--- config.mk ---
export PLATFORM = sky130hd
export DESIGN_NAME = indexed_insert_delete_array
export DESIGN_NICKNAME = d
export VERILOG_FILES = /design/src/rtl/iida_pkg.sv /design/src/rtl/indexed_insert_delete_array.sv /design/src/rtl/iida_ram.sv /design/src/rtl/iida_ctrl.sv /design/src/rtl/iida_dp.sv
export SDC_FILE = /design/constraint.sdc
export NUM_CORES = 2
export LEC_CHECK = 0
export BUFFER_PORTS_ARGS = -buffer_cell sky130_fd_sc_hd__clkbuf_2
export CELL_PAD_IN_SITES_DETAIL_PLACEMENT = 0
export CELL_PAD_IN_SITES_GLOBAL_PLACEMENT = 1
export CORE_MARGIN = 1.5
export CORE_UTILIZATION = 28
export DETAILED_ROUTE_END_ITERATION = 12
export HOLD_SLACK_MARGIN = 0.15
export PLACE_DENSITY_LB_ADDON = 0.12
export SKIP_LAST_GASP = 1
export SLEW_MARGIN = 0
export SYNTH_ARGS = -nofsm -noshare
export SYNTH_HDL_FRONTEND = slang
export SYNTH_SLANG_ARGS = --single-unit
export TNS_END_PERCENT = 30
--- constraint.sdc ---
create_clock -name clk -period 5.32 [get_ports clk]
set_input_delay 0.266 -clock clk [delete_from_list [all_inputs] [get_ports clk]]
set_output_delay 0.266 -clock clk [all_outputs]
set_load 0.005 [all_outputs]
--- src/rtl/iida_pkg.sv ---
// Shared constants, operation codes and controller/datapath interface types.
package iida_pkg;

  localparam int CAPACITY    = 64;
  localparam int ITEM_WIDTH  = 32;
  localparam int ADDR_W      = $clog2(CAPACITY);
  localparam int CNT_W       = $clog2(CAPACITY + 1);
  localparam int POS_W       = 8;
  localparam int RES_W       = ((CNT_W > POS_W) ? CNT_W : POS_W) + 1;
  localparam int MODE_W      = 3;
  localparam int DATA_W      = 32;
  localparam int IN_TDATA_W  = 48;
  localparam int OUT_TDATA_W = 40;
  localparam int OUT_CNT_W   = 7;

  localparam logic [MODE_W-1:0] MODE_INSERT = 3'd0;
  localparam logic [MODE_W-1:0] MODE_READ   = 3'd1;
  localparam logic [MODE_W-1:0] MODE_WRITE  = 3'd2;
  localparam logic [MODE_W-1:0] MODE_DELETE = 3'd3;
  localparam logic [MODE_W-1:0] MODE_SWAP   = 3'd4;
  localparam logic [MODE_W-1:0] MODE_CLEAR  = 3'd5;

  typedef enum logic [1:0] {
    RA_P,
    RA_Q,
    RA_NEXT
  } rd_sel_t;

  typedef enum logic [1:0] {
    WA_P,
    WA_Q,
    WA_CUR
  } wr_sel_t;

  typedef enum logic [1:0] {
    WD_VALUE,
    WD_HOLD_A,
    WD_HOLD_B,
    WD_RDATA
  } wd_sel_t;

  typedef struct packed {
    logic    load;
    logic    rd_en;
    rd_sel_t rd_sel;
    logic    cap_a;
    logic    cap_b;
    logic    wr_en;
    wr_sel_t wr_sel;
    wd_sel_t wd_sel;
    logic    cur_init;
    logic    cur_step;
    logic    finish;
  } cmd_t;

  typedef struct packed {
    logic [MODE_W-1:0] mode;
    logic              op_ok;
    logic              more;
    logic              out_free;
  } status_t;

endpackage

--- src/rtl/indexed_insert_delete_array.sv ---
// Top level of the indexed insert/delete array.
//
// Holds an ordered list of up to 64 items of 32 bits in a RAM plus a live count.
// Input channel (in_*): one transaction per request; in_tuser carries the mode
// (insert, read, write, delete, swap, clear), in_tdata the positions and item.
// Result channel (out_*): exactly one transaction per request with ok in
// out_tuser and the returned item and new count in out_tdata.
// Requests are processed one at a time through a single-write, single-read RAM.
// Insert and delete take one RAM read and one RAM write for every item that
// moves. in_tready is high while no request is in progress; the next request
// can be accepted in the cycle after the previous result is registered.
// The result sits in an output register; a stalled receiver does not block
// the next request from being accepted and processed, only from completing.
// Reset (synchronous rst_n) empties the list and drops any pending result;
// RAM contents are not cleared and no clearing pass is needed.
module indexed_insert_delete_array (
  input  logic                                clk,
  input  logic                                rst_n,
  input  logic                                in_tvalid,
  output logic                                in_tready,
  // [7:0] position, [15:8] second_position, [47:16] item_in
  input  logic [iida_pkg::IN_TDATA_W-1:0]     in_tdata,
  // [2:0] mode
  input  logic [iida_pkg::MODE_W-1:0]         in_tuser,
  output logic                                out_tvalid,
  input  logic                                out_tready,
  // [31:0] item_out, [38:32] count_now, [39] zero
  output logic [iida_pkg::OUT_TDATA_W-1:0]    out_tdata,
  // [0] ok
  output logic [0:0]                          out_tuser
);

  iida_pkg::cmd_t    cmd;
  iida_pkg::status_t status;

  logic                            ram_wr_en, ram_rd_en;
  logic [iida_pkg::ADDR_W-1:0]     ram_wr_addr, ram_rd_addr;
  logic [iida_pkg::ITEM_WIDTH-1:0] ram_wr_data, ram_rd_data;

  iida_ctrl u_ctrl (
    .clk       (clk),
    .rst_n     (rst_n),
    .in_tvalid (in_tvalid),
    .in_tready (in_tready),
    .status    (status),
    .cmd       (cmd)
  );

  iida_dp u_dp (
    .clk         (clk),
    .rst_n       (rst_n),
    .in_tdata    (in_tdata),
    .in_tuser    (in_tuser),
    .cmd         (cmd),
    .status      (status),
    .ram_wr_en   (ram_wr_en),
    .ram_wr_addr (ram_wr_addr),
    .ram_wr_data (ram_wr_data),
    .ram_rd_en   (ram_rd_en),
    .ram_rd_addr (ram_rd_addr),
    .ram_rd_data (ram_rd_data),
    .out_tvalid  (out_tvalid),
    .out_tready  (out_tready),
    .out_tdata   (out_tdata),
    .out_tuser   (out_tuser)
  );

  iida_ram #(
    .WIDTH (iida_pkg::ITEM_WIDTH),
    .DEPTH (iida_pkg::CAPACITY)
  ) u_ram (
    .clk     (clk),
    .wr_en   (ram_wr_en),
    .wr_addr (ram_wr_addr),
    .wr_data (ram_wr_data),
    .rd_en   (ram_rd_en),
    .rd_addr (ram_rd_addr),
    .rd_data (ram_rd_data)
  );

endmodule

--- src/rtl/iida_ram.sv ---
// Generic single-write, single-read RAM with registered read data.
module iida_ram #(
  parameter int WIDTH = 32,
  parameter int DEPTH = 64
) (
  input  logic                     clk,
  input  logic                     wr_en,
  input  logic [$clog2(DEPTH)-1:0] wr_addr,
  input  logic [WIDTH-1:0]         wr_data,
  input  logic                     rd_en,
  input  logic [$clog2(DEPTH)-1:0] rd_addr,
  output logic [WIDTH-1:0]         rd_data
);

  logic [WIDTH-1:0] mem [DEPTH];
  logic [WIDTH-1:0] rd_data_r;

  always_ff @(posedge clk) begin
    if (wr_en) begin
      mem[wr_addr] <= wr_data;
    end
    if (rd_en) begin
      rd_data_r <= mem[rd_addr];
    end
  end

  assign rd_data = rd_data_r;

endmodule

--- src/rtl/iida_ctrl.sv ---
// Sequencing state machine for the insert/delete array.
module iida_ctrl (
  input  logic             clk,
  input  logic             rst_n,
  input  logic             in_tvalid,
  output logic             in_tready,
  input  iida_pkg::status_t status,
  output iida_pkg::cmd_t    cmd
);

  typedef enum logic [10:0] {
    S_IDLE   = 11'b00000000001,
    S_DECODE = 11'b00000000010,
    S_RD_P   = 11'b00000000100,
    S_CAP_P  = 11'b00000001000,
    S_RD_Q   = 11'b00000010000,
    S_CAP_Q  = 11'b00000100000,
    S_WR_P   = 11'b00001000000,
    S_WR_Q   = 11'b00010000000,
    S_MV_RD  = 11'b00100000000,
    S_MV_WR  = 11'b01000000000,
    S_DONE   = 11'b10000000000
  } state_t;

  state_t state_r, state_nxt;

  always_ff @(posedge clk) begin
    if (!rst_n) begin
      state_r <= S_IDLE;
    end else begin
      state_r <= state_nxt;
    end
  end

  assign in_tready = rst_n && (state_r == S_IDLE);

  always_comb begin
    state_nxt    = state_r;
    cmd          = '0;
    cmd.rd_sel   = iida_pkg::RA_P;
    cmd.wr_sel   = iida_pkg::WA_P;
    cmd.wd_sel   = iida_pkg::WD_VALUE;
    unique case (state_r)
      S_IDLE: begin
        if (in_tvalid && rst_n) begin
          cmd.load  = 1'b1;
          state_nxt = S_DECODE;
        end
      end
      S_DECODE: begin
        if (!status.op_ok) begin
          state_nxt = S_DONE;
        end else begin
          unique case (status.mode)
            iida_pkg::MODE_INSERT: begin
              cmd.cur_init = 1'b1;
              state_nxt    = S_MV_RD;
            end
            iida_pkg::MODE_READ,
            iida_pkg::MODE_DELETE,
            iida_pkg::MODE_SWAP:   state_nxt = S_RD_P;
            iida_pkg::MODE_WRITE:  state_nxt = S_WR_P;
            default:               state_nxt = S_DONE;
          endcase
        end
      end
      S_RD_P: begin
        cmd.rd_en  = 1'b1;
        cmd.rd_sel = iida_pkg::RA_P;
        state_nxt  = S_CAP_P;
      end
      S_CAP_P: begin
        cmd.cap_a = 1'b1;
        if (status.mode == iida_pkg::MODE_SWAP) begin
          state_nxt = S_RD_Q;
        end else if (status.mode == iida_pkg::MODE_DELETE) begin
          cmd.cur_init = 1'b1;
          state_nxt    = S_MV_RD;
        end else begin
          state_nxt = S_DONE;
        end
      end
      S_RD_Q: begin
        cmd.rd_en  = 1'b1;
        cmd.rd_sel = iida_pkg::RA_Q;
        state_nxt  = S_CAP_Q;
      end
      S_CAP_Q: begin
        cmd.cap_b = 1'b1;
        state_nxt = S_WR_P;
      end
      S_WR_P: begin
        cmd.wr_en  = 1'b1;
        cmd.wr_sel = iida_pkg::WA_P;
        if (status.mode == iida_pkg::MODE_SWAP) begin
          cmd.wd_sel = iida_pkg::WD_HOLD_B;
          state_nxt  = S_WR_Q;
        end else begin
          cmd.wd_sel = iida_pkg::WD_VALUE;
          state_nxt  = S_DONE;
        end
      end
      S_WR_Q: begin
        cmd.wr_en  = 1'b1;
        cmd.wr_sel = iida_pkg::WA_Q;
        cmd.wd_sel = iida_pkg::WD_HOLD_A;
        state_nxt  = S_DONE;
      end
      S_MV_RD: begin
        if (status.more) begin
          cmd.rd_en  = 1'b1;
          cmd.rd_sel = iida_pkg::RA_NEXT;
          state_nxt  = S_MV_WR;
        end else if (status.mode == iida_pkg::MODE_INSERT) begin
          state_nxt = S_WR_P;
        end else begin
          state_nxt = S_DONE;
        end
      end
      S_MV_WR: begin
        cmd.wr_en    = 1'b1;
        cmd.wr_sel   = iida_pkg::WA_CUR;
        cmd.wd_sel   = iida_pkg::WD_RDATA;
        cmd.cur_step = 1'b1;
        state_nxt    = S_MV_RD;
      end
      S_DONE: begin
        if (status.out_free) begin
          cmd.finish = 1'b1;
          state_nxt  = S_IDLE;
        end
      end
      default: state_nxt = S_IDLE;
    endcase
  end

endmodule

--- src/rtl/iida_dp.sv ---
// Datapath: position resolution, cursor, holding registers, count and result register.
module iida_dp (
  input  logic                                clk,
  input  logic                                rst_n,
  input  logic [iida_pkg::IN_TDATA_W-1:0]     in_tdata,
  input  logic [iida_pkg::MODE_W-1:0]         in_tuser,
  input  iida_pkg::cmd_t                      cmd,
  output iida_pkg::status_t                   status,
  output logic                                ram_wr_en,
  output logic [iida_pkg::ADDR_W-1:0]         ram_wr_addr,
  output logic [iida_pkg::ITEM_WIDTH-1:0]     ram_wr_data,
  output logic                                ram_rd_en,
  output logic [iida_pkg::ADDR_W-1:0]         ram_rd_addr,
  input  logic [iida_pkg::ITEM_WIDTH-1:0]     ram_rd_data,
  output logic                                out_tvalid,
  input  logic                                out_tready,
  output logic [iida_pkg::OUT_TDATA_W-1:0]    out_tdata,
  output logic [0:0]                          out_tuser
);

  localparam int AW = iida_pkg::ADDR_W;
  localparam int CW = iida_pkg::CNT_W;
  localparam int RW = iida_pkg::RES_W;
  localparam int PW = iida_pkg::POS_W;
  localparam int IW = iida_pkg::ITEM_WIDTH;
  localparam int DW = iida_pkg::DATA_W;

  function automatic logic [RW-1:0] resolve(input logic [PW-1:0] pos,
                                            input logic [CW-1:0] cnt);
    logic [RW-1:0] ext;
    ext = {{(RW-PW){pos[PW-1]}}, pos};
    return pos[PW-1] ? (ext + RW'(cnt)) : ext;
  endfunction

  logic [iida_pkg::MODE_W-1:0] mode_r;
  logic [AW-1:0]               p_r, q_r, cur_r;
  logic                        p_ok_r, q_ok_r, ins_ok_r;
  logic [IW-1:0]               value_r, hold_a_r, hold_b_r;
  logic [CW-1:0]               cnt_r, cnt_nxt;
  logic                        out_valid_r;
  logic                        out_ok_r;
  logic [DW-1:0]               out_item_r;
  logic [CW-1:0]               out_cnt_r;

  logic [PW-1:0] pos_in, pos2_in;
  logic [RW-1:0] res_p, res_q, lim_ins, lim_std;
  logic          op_ok, is_ins;

  assign pos_in  = in_tdata[PW-1:0];
  assign pos2_in = in_tdata[2*PW-1:PW];
  assign res_p   = resolve(pos_in, cnt_r);
  assign res_q   = resolve(pos2_in, cnt_r);
  assign lim_std = RW'(cnt_r);
  assign lim_ins = RW'(cnt_r) + RW'(1);
  assign is_ins  = (mode_r == iida_pkg::MODE_INSERT);

  always_ff @(posedge clk) begin
    if (cmd.load) begin
      mode_r   <= in_tuser;
      p_r      <= res_p[AW-1:0];
      q_r      <= res_q[AW-1:0];
      p_ok_r   <= !res_p[RW-1] && (res_p < lim_std);
      q_ok_r   <= !res_q[RW-1] && (res_q < lim_std);
      ins_ok_r <= !res_p[RW-1] && (res_p < lim_ins) && (cnt_r != CW'(iida_pkg::CAPACITY));
      value_r  <= IW'(in_tdata[2*PW+DW-1:2*PW]);
    end
    if (cmd.cap_a) begin
      hold_a_r <= ram_rd_data;
    end
    if (cmd.cap_b) begin
      hold_b_r <= ram_rd_data;
    end
    if (cmd.cur_init) begin
      cur_r <= is_ins ? AW'(cnt_r) : p_r;
    end else if (cmd.cur_step) begin
      cur_r <= is_ins ? (cur_r - AW'(1)) : (cur_r + AW'(1));
    end
  end

  always_comb begin
    unique case (mode_r)
      iida_pkg::MODE_INSERT: op_ok = ins_ok_r;
      iida_pkg::MODE_READ,
      iida_pkg::MODE_WRITE,
      iida_pkg::MODE_DELETE: op_ok = p_ok_r;
      iida_pkg::MODE_SWAP:   op_ok = p_ok_r && q_ok_r;
      iida_pkg::MODE_CLEAR:  op_ok = 1'b1;
      default:               op_ok = 1'b0;
    endcase
  end

  always_comb begin
    cnt_nxt = cnt_r;
    if (op_ok) begin
      if (mode_r == iida_pkg::MODE_INSERT) begin
        cnt_nxt = cnt_r + CW'(1);
      end else if (mode_r == iida_pkg::MODE_DELETE) begin
        cnt_nxt = cnt_r - CW'(1);
      end else if (mode_r == iida_pkg::MODE_CLEAR) begin
        cnt_nxt = '0;
      end
    end
  end

  assign status.mode     = mode_r;
  assign status.op_ok    = op_ok;
  assign status.more     = is_ins ? (cur_r > p_r) : ((CW'(cur_r) + CW'(1)) < cnt_r);
  assign status.out_free = !out_valid_r || out_tready;

  assign ram_rd_en = cmd.rd_en;
  always_comb begin
    unique case (cmd.rd_sel)
      iida_pkg::RA_P:    ram_rd_addr = p_r;
      iida_pkg::RA_Q:    ram_rd_addr = q_r;
      iida_pkg::RA_NEXT: ram_rd_addr = is_ins ? (cur_r - AW'(1)) : (cur_r + AW'(1));
      default:           ram_rd_addr = p_r;
    endcase
  end

  assign ram_wr_en = cmd.wr_en;
  always_comb begin
    unique case (cmd.wr_sel)
      iida_pkg::WA_P:   ram_wr_addr = p_r;
      iida_pkg::WA_Q:   ram_wr_addr = q_r;
      iida_pkg::WA_CUR: ram_wr_addr = cur_r;
      default:          ram_wr_addr = p_r;
    endcase
  end

  always_comb begin
    unique case (cmd.wd_sel)
      iida_pkg::WD_VALUE:  ram_wr_data = value_r;
      iida_pkg::WD_HOLD_A: ram_wr_data = hold_a_r;
      iida_pkg::WD_HOLD_B: ram_wr_data = hold_b_r;
      iida_pkg::WD_RDATA:  ram_wr_data = ram_rd_data;
      default:             ram_wr_data = value_r;
    endcase
  end

  always_ff @(posedge clk) begin
    if (!rst_n) begin
      cnt_r       <= '0;
      out_valid_r <= 1'b0;
    end else begin
      if (cmd.finish) begin
        cnt_r       <= cnt_nxt;
        out_valid_r <= 1'b1;
      end else if (out_tready) begin
        out_valid_r <= 1'b0;
      end
    end
  end

  always_ff @(posedge clk) begin
    if (cmd.finish) begin
      out_ok_r   <= op_ok;
      out_cnt_r  <= cnt_nxt;
      out_item_r <= (op_ok && (mode_r == iida_pkg::MODE_READ ||
                               mode_r == iida_pkg::MODE_DELETE)) ? DW'(hold_a_r) : '0;
    end
  end

  assign out_tvalid = out_valid_r;
  assign out_tuser  = out_ok_r;
  assign out_tdata  = {{(iida_pkg::OUT_TDATA_W - DW - iida_pkg::OUT_CNT_W){1'b0}},
                       iida_pkg::OUT_CNT_W'(out_cnt_r), out_item_r};

endmodule
==> results.ini <==
[detailed_routing]
wl_um=313000
vias=57800
wl_per_cell_um=26.3
drt_iter0_drc=4694
drc_errors=0
vias_per_cell=4.85
ant_nets=0
drt_first_pass_iters=8

[global_route]
grt_pass1_wl_um=443000
antenna_found_initial=47
grt_usage_pct=18.9
grt_pass1_vias=57500
grt_max_degree=65
overflow=0

[timing]
rsz0062_at_grt=yes
hold_viol=0
fin_ws_ns=0.184
max_freq_ghz=0.195
finalMaxSlewViolations=0
slew_headroom_pct=32.4
setup_viol=0
clock-skew-final_ns=0.0420
fin_crit_ns=5.14
worstMarginPinSlew_ns=1.01
min_period_over_period_pct=96.5

[placed_design]
dpl.hpwl_um=199000
gp_congestion=0.793
io_buffer_count=96
dp.cells=11300
dpl_worst_slack_ns=-0.544

[power_and_ir_drop]
leakagePower_nw=39.1
clkPwrFrac_pct=44.8
vdd_ir_drop_max_v=0.000261
p_switching_mw=9.07
p_seq_share_pct=49.0
p_comb_share_pct=6.2
switching_share_pct=22.7
power_density_nw_per_um2=353
p_int_mw=30.9

[synthesis]
synth_edf_count=2240
ys_types=80
synth_flop_cell=edfxtp_1
synth_seq_cells=2259
synth_fp_nets=6709
syn_area_per_cell_um2=13.8
synth_area_um2=90800
ys_warn_count=0
syn_inst=6591
async_flop_share_pct=0
synth.yosys.seq_area_share_pct=74.5

[clock_tree]
htreeDepth=5
insertion_delay_ns=0.90
cts_tree=done
clock_sinks=2259
cts_buffer_depth=4
path_clk_slew_ns=0.06
cts_root_buf=clkbuf_16
numCtsBuffers=271

[finish]
final_cells=11900
syn_to_final_growth_pct=24.9
drive_gt1_share_pct=19.3
num-nets-final=7529
fin_util_pct=35.2
nFillCells=31200

[worst_setup_path]
end_kind=register
required_ns=5.94
crit_type=register to register
cp.arrival_ns=5.75
crit_fanout=28
startpoint_type=register

[die]
die_y_um=572
pin_count=98
core_um2=322000
fp.dieW_um=572
rows=208
start_util_pct=28.2
dieArea_um2=328000

[flow_run]
drv_cap=0

[hold_path]
hold_path_class=primary input to register

[outcome]
status=complete, no violations

cell families (layout without fill, tap and decap cells):
group / count (synthesis) / in the layout / share of synthesized area [%]
DFF: 2259 / 2259 / 74.5
AOI/OAI and AO/OA: 565 / 565 / 4.30
muxes: 136 / 136 / 2.93
adders and majority gates: 63 / 63 / 0.893
xor gates and xnor gates: 27 / 27 / 0.269
buffers and inverters: 446 / 1470 / 2.05
other: 1 / 5 / 0.00413
and+or+nand+nor: 3094 / 3094 / 15.0
state kept, by name, summed over array words and instances, names as in the netlist, 7 cells and up:
name / count
u_ram.rd_data: 32
u_dp.cnt_r: 7
u_dp.out_cnt_r: 7
u_dp.hold_a_r: 32
u_dp.out_item_r: 32
u_ctrl.state_r: 11
u_dp.value_r: 32
u_dp.hold_b_r: 32
u_ram.mem: 2048
timing repair:
action,4_1_cts,5_1_grt
setup endpoints to repair,28,32
hold buffers,107,0
endpoints found under the hold margin,91,0
pin swaps,0,5
gates resized for setup,15,44
setup buffers,3,0
metrics by stage:
| step | TNS, ns | power (mW) | area [µm²] | hold slack (ns) |
|---|---|---|---|---|
| after floorplan | 0 | 21.1 | 90800 | 0.365 |
| after global placement | -8.16 | 22.4 | 103000 | 0.445 |
| final | 0 | 40.0 | 113000 | 0.258 |
| after global routing | -0.177 | 41.3 | 113000 | 0.315 |
| after detailed placement | -3.78 | 22.4 | 103000 | 0.447 |
| after CTS | -0.445 | 40.5 | 113000 | 0.207 |
worst max-delay path: stages (launching register included):
cell and delay [ns]:
edfxtp_1 0.39, ha_1 0.31, ha_1 0.26, a21boi_0 0.12
o21a_1 0.18, o21ai_0 0.17, a21oi_1 0.10, o21ai_0 0.16
nand2b_1 0.12, a21oi_2 0.20, buf_4 0.16, ha_1 0.22
buf_4 0.13, a22oi_1 0.05, buf_4 0.16, o21ai_4 0.14
buf_12 0.20, buf_12 0.27, buf_4 0.26, buf_4 0.20
nand3_1 0.14, a311oi_2 0.51, nor3_4 0.12, and4_1 0.22
worst paths after layout:
kind                                   startpoint                 to  slack [ns]  cells after the start
worst max-delay path                u_dp.cur_r[0]  u_ram.rd_data[19]        0.18                     23
worst min-delay path                  in_tdata[7]      u_dp.ins_ok_r        0.26                      3
worst max register to register      u_dp.cur_r[0]  u_ram.rd_data[19]        0.18                     23
worst min register to register  u_ram.rd_data[31]  u_dp.hold_a_r[31]        0.50                      0
per-layer routing:
metal  GRT usage (%)  share of wire (%)  up-vias
li1                -                  -    26300
met1            26.4                 46    29700
met2            30.5                 47     1414
met3            2.75                4.8      429
met4            5.24                2.6        8
met5               0              0.016        -
cell usage after synthesis, types with 6 or more instances:
library cell / number / area share (%)
a311oi_1: 159 / 1.5
a311o_1: 30 / 0.33
nor3_1: 40 / 0.22
buf_4: 14 / 0.12
and2_1: 38 / 0.26
inv_1: 31 / 0.13
buf_2: 75 / 0.41
ha_1: 60 / 0.83
nand4_1: 7 / 0.048
nor2b_1: 24 / 0.17
a22oi_1: 6 / 0.050
nand3_1: 831 / 4.6
nand2b_1: 16 / 0.11
mux2i_1: 18 / 0.20
buf_1: 33 / 0.14
nor4_1: 32 / 0.22
mux2_2: 16 / 0.20
a211oi_1: 32 / 0.26
a21oi_1: 233 / 1.3
a31oi_1: 6 / 0.041
nor2_1: 105 / 0.43
xor2_1: 8 / 0.077
dfxtp_1: 19 / 0.42
xnor2_1: 18 / 0.17
a21o_1: 12 / 0.099
nand2_1: 1798 / 7.4
o211ai_1: 8 / 0.066
and4_1: 32 / 0.31
and3_1: 139 / 0.96
o21a_1: 8 / 0.066
mux4_2: 102 / 2.5
edfxtp_1: 2240 / 74
o21ai_0: 31 / 0.17
clkbuf_1: 288 / 1.2
cell usage in the layout (no fill, tap or decap), types with 19 or more instances in the layout:
cell type	netlist	final
inv_1	31	31
and2_1	38	37
nor3_1	40	30
nor2b_1	24	22
clkbuf_2	0	96
nor4_1	32	23
o21ai_0	31	30
a311o_1	30	30
nor2_1	105	40
edfxtp_1	2240	2240
a21oi_1	233	228
buf_4	14	572
clkbuf_16	0	281
and3_1	139	138
clkbuf_1	288	64
nand2_1	1798	1797
a211oi_1	32	30
ha_1	60	58
a311oi_1	159	140
clkinv_2	0	36
dlygate4sd3_1	0	107
mux4_2	102	102
nand3_1	831	831
dfxtp_1	19	19
clkinv_1	0	61
nor2_4	0	66
buf_12	0	183
and4_1	32	32
area by class of cell:
type / instances / area, µm² / area share, %
well taps: 4305 / 5390 / 4.75
flip-flops and latches: 2259 / 67600 / 59.7
clock buffers: 345 / 7270 / 6.42
clock inverters: 132 / 1130 / 0.998
diodes: 4 / 10.0 / 0.00883
repair buffers: 961 / 9560 / 8.43
inverters: 32 / 133 / 0.117
multi-input cells: 3886 / 22200 / 19.6
power groups by stage:
| stage | Combinational [mW] | Clock, mW | Sequential (mW) |
|---|---|---|---|
| after floorplan | 1.13 | 0 | 20.0 |
| after global placement | 2.41 | 0 | 20.0 |
| after detailed placement | 2.41 | 0 | 20.0 |
| after CTS | 2.50 | 18.4 | 19.6 |
| after global routing | 2.69 | 19.0 | 19.6 |
| final | 2.48 | 17.9 | 19.6 |
Power figures use the tool's default switching activity.
